<file path="src/rtl/lpc_pkg.sv">
`timescale 1ns / 1ps
// shared types and constants for the led pixel compositor
package lpc_pkg;

    // frame store geometry
    localparam int PIXEL_COUNT = 512;
    localparam int ADDR_W      = (PIXEL_COUNT > 1) ? $clog2(PIXEL_COUNT) : 1;
    localparam int PIXEL_W     = 24;
    localparam int CHAN_W      = 8;
    localparam int IDX_W       = 9;
    localparam int SUM_W       = IDX_W + 1;
    localparam int CMP_W       = 13;
    localparam logic [CMP_W-1:0] PIXEL_LIMIT = CMP_W'(PIXEL_COUNT);

    // mode codes carried in the input word's tuser
    localparam logic [1:0] MODE_SET   = 2'd0;
    localparam logic [1:0] MODE_ADD   = 2'd1;
    localparam logic [1:0] MODE_BLEND = 2'd2;

    // sequencer states
    typedef enum logic [3:0] {
        ST_CLEAR,
        ST_IDLE,
        ST_READ,
        ST_LOAD,
        ST_MUL,
        ST_MAC,
        ST_SQRT,
        ST_STORE,
        ST_WRITE
    } t_state;

    // shared arithmetic unit operations
    typedef enum logic [1:0] {
        ALU_NOP,
        ALU_MUL,
        ALU_MAC,
        ALU_SQRT
    } t_alu_op;

    typedef struct packed {
        t_alu_op           op;
        logic [CHAN_W-1:0] a;
        logic [CHAN_W-1:0] b;
        logic [2:0]        bit_idx;
    } t_alu_cmd;

endpackage

</file>
<file path="src/rtl/lpc_alu.sv">
`timescale 1ns / 1ps
// shared 8x8 multiplier with accumulator, square root step and divide by 255
module lpc_alu
    import lpc_pkg::*;
(
    input  logic              i_clk,
    input  t_alu_cmd          i_cmd,
    output logic [CHAN_W-1:0] o_quot,
    output logic [CHAN_W-1:0] o_root
);

    logic [16:0]         r_acc;
    logic [CHAN_W-1:0]   r_root;
    logic [CHAN_W-1:0]   w_trial;
    logic [CHAN_W-1:0]   w_op_a;
    logic [CHAN_W-1:0]   w_op_b;
    logic [2*CHAN_W-1:0] w_prod;
    logic [16:0]         w_quot_sum;

    // operand select: a root step squares the trial root
    always_comb begin
        w_trial = r_root | (CHAN_W'(1) << i_cmd.bit_idx);
        if (i_cmd.op == ALU_SQRT) begin
            w_op_a = w_trial;
            w_op_b = w_trial;
        end else begin
            w_op_a = i_cmd.a;
            w_op_b = i_cmd.b;
        end
        w_prod = w_op_a * w_op_b;
    end

    // floor(p / 255) for p up to 255*255
    assign w_quot_sum = {1'b0, r_acc[15:0]} + 17'(r_acc[15:8]) + 17'd1;
    assign o_quot     = w_quot_sum[15:8];
    assign o_root     = r_root;

    // accumulator and root register; root steps test against half the sum
    always_ff @(posedge i_clk) begin
        case (i_cmd.op)
            ALU_MUL: begin
                r_acc  <= {1'b0, w_prod};
                r_root <= '0;
            end
            ALU_MAC: begin
                r_acc <= r_acc + 17'(w_prod);
            end
            ALU_SQRT: begin
                if (w_prod <= r_acc[16:1]) begin
                    r_root <= w_trial;
                end
            end
            default: begin
            end
        endcase
    end

endmodule

</file>
<file path="config.mk">
export PLATFORM = sky130hd
export DESIGN_NAME = lpc_alu
export DESIGN_NICKNAME = d
export VERILOG_FILES = /design/src/rtl/lpc_pkg.sv /design/src/rtl/lpc_alu.sv
export SDC_FILE = /design/constraint.sdc
export NUM_CORES = 1
export LEC_CHECK = 0
export ABC_AREA = 1
export BUFFER_PORTS_ARGS = -buffer_cell sky130_fd_sc_hd__buf_2
export CORE_AREA = 2 2 140 142
export DETAILED_ROUTE_END_ITERATION = 8
export DIE_AREA = 0 0 142 144
export PLACE_DENSITY = 0.4
export SYNTH_ARGS = -nofsm -noshare
export SYNTH_HDL_FRONTEND = slang
export SYNTH_SLANG_ARGS = --single-unit
</file>
<file path="constraint.sdc">
create_clock -name i_clk -period 8.55 [get_ports i_clk]
set_clock_uncertainty 0.15 [all_clocks]
set_input_delay 1.2825 -clock i_clk [delete_from_list [all_inputs] [get_ports i_clk]]
set_output_delay 1.2825 -clock i_clk [all_outputs]
set_load 0.05 [all_outputs]
</file>
==> reports/metrics.cfg <==
[layout]
layout_commonest_cell=nand2_1
area_delta_synth_final_pct=10.4
diodes=0
most-common-layout-cells=214 x nand2_1, 144 x inv_1, 96 x nor2_1
layout.nets=976
final_layout_size_suffix_gt1_share_pct=9.80

[hold_path]
holdPathStages=2
hp-start=o_root[3]$_SDFFCE_PP0P_
hp-class=reg2reg
hold_path_end=o_root[3]$_SDFFCE_PP0P_

[worst_setup_path]
critPathLaunchType=primary input
r2r-end=o_root[6]$_SDFFCE_PP0P_
cp-end-kind=flop
reg2reg_slack_ps=2410
cp.required_ps=8390
cp_data_arrival_time_ps=6990
max_stage_delay_ps=550
path_class=in2reg
crit_path_top_delay_cell=fa_1
crit_fanout=17
worstReg2RegStart=o_root[4]$_SDFFCE_PP0P_
path_delay_family=adder cells
reg2reg_depth=28
cpMostUsedCell=nand2_1
worstPathBufferInverterCount=6

[clocking]
clockRootBuffer=clkbuf_16
clkTransAtPathRegs_ps=80
cts_tree=built
cts_max_level=1
cts_setup_buffers=0
cts.path.max_buffers=2
worst_skew_pair.late_latency_ps=270
post_cts_resize_count=0
cts_hold_buf=0
cts.sinks=25
cts_buffers=3

[run_status]
status=finished clean

[sta]
period_share_pct=83.7
hold_viol_final=0
slew_viol_final=0
worst_pin_slew_ps=808
rsz0062_at_grt=no
hold-worst-slack_ps=466
fin_crit_ps=7150
max_freq_ghz=0.140
setup_tns_ps=0
max_slew_margin_pct=46.1
setup_viol=0

[global_routing]
grt_antenna_before_repair=0
grt_max_degree=20
grt_use_total_pct=15.3
grt_pass1_wl_mm=24.5
grt_overflow=0
grt_pass1_vias=4783

[routing]
vias=4834
drt-initial-drc-count=244
drc=0
viasPerCell=4.50
drt_wl_total_mm=14.9
dr.pass1.iters=4
post_drt_wl_per_cell_um=13.9
postRouteAntennaNets=0

[floorplan]
std_cell_rows=51
core_mm2=0.0191
dieArea_mm2=0.0204
die_h_um=144
start_util_pct=28.2
pin_count=38
die_w_um=142

[placed_design]
io_buffer_count=37
gp_congestion=0.875
detailed_place_hpwl_mm=13.0

[logic_synthesis]
synth_seq_area_share_pct=14.0
syn_inst=798
ys_seq_elements=25
avgSynthCellArea_um2=6.74
yosys_warnings=0
synthTopCellsByArea=ha_1 18%, nand2_1 15%, edfxtp_1 14%, fa_1 14%, inv_1 10%
synth_edf_count=25
synth_flop_cell=edfxtp_1
synth_largest_area_cell=ha_1
ys_types=37
async_flop_share_pct=0
syn_area_mm2=0.00538
synth_top_area_share_pct=18.4
synth_nets=936

[job]
drv_cap=0

==> cell usage after synthesis, types with 2 or more instances <==
cell	n
xnor2_1	9
xor2_1	3
o21ai_2	8
a21o_1	3
nor3_1	9
nand2_2	2
ha_1	79
nand3b_1	2
inv_1	144
nand3_1	50
nor2_2	2
and2_1	6
nor2_1	96
nand4_1	7
buf_4	3
o21ai_1	6
edfxtp_1	25
inv_2	15
nand2_1	214
fa_1	37
a31oi_1	5
clkbuf_1	2
a21oi_1	31
a21oi_2	6
o21ai_0	9
or2_1	14
==> how the worst max path moves through the flow <==
stage,startpoint,to,slack [ps],cells after the start
final,i_cmd[19],o_root[6]$_SDFFCE_PP0P_,1400,28
after CTS,i_cmd[19],o_root[5]$_SDFFCE_PP0P_,1350,28
after global routing,i_cmd[19],o_root[3]$_SDFFCE_PP0P_,850,28
after floorplan,i_cmd[19],o_root[0]$_SDFFCE_PP0P_,1390,30
after global placement,i_cmd[19],o_root[7]$_SDFFCE_PP0P_,1050,28
after detailed placement,i_cmd[19],o_root[7]$_SDFFCE_PP0P_,1060,28
==> stage by stage <==
stage | util [%] | std cells | setup WS [ps] | instance area (µm²)
floorplan | - | 798 | 1390 | 5380
global placement | 30.7 | 1071 | 1050 | 5850
finish | 31.1 | 1075 | 1400 | 5930
detailed placement | 30.7 | 1071 | 1060 | 5850
CTS | 31.1 | 1075 | 1350 | 5930
global route | 31.1 | 1075 | 851 | 5930
==> layer usage <==
layer  vias up  track usage [%]  share of wire [%]
li1       2588                -                  -
met1      2206             20.7                 48
met2        31             27.2                 49
met3         9            0.795                1.2
met4         0             2.95                1.1
met5         -                0                  0
==> worst min-delay path, stage by stage, from the launching register on <==
cell and delay [ps]:
edfxtp_1 360, a31oi_1 70, nor2_1 80
==> registers in the layout, summed over array words and instances, names as in the netlist <==
signal / count
o_root: 8
r_acc: 17
==> cells by family after synthesis <==
| logic type | after synthesis | share of synthesized area [%] |
|---|---|---|
| compound gates | 71 | 8.01 |
| xor+xnor | 12 | 1.96 |
| flops | 25 | 14.0 |
| buf+inv | 167 | 12.0 |
| fa+ha+maj | 116 | 32.2 |
| simple gates | 407 | 31.9 |
==> final cells by class <==
type	count	area, µm²
clock buffer	3	75.1
fill	2124	13100
inverter	160	601
multi-input combinational	606	3980
tap	238	298
timing repair buffer	42	223
clock inverter	1	7.51
sequential	25	751
Power is not shown: default switching activity piles up to over one toggle a cycle in this logic, so the estimate is an artifact.
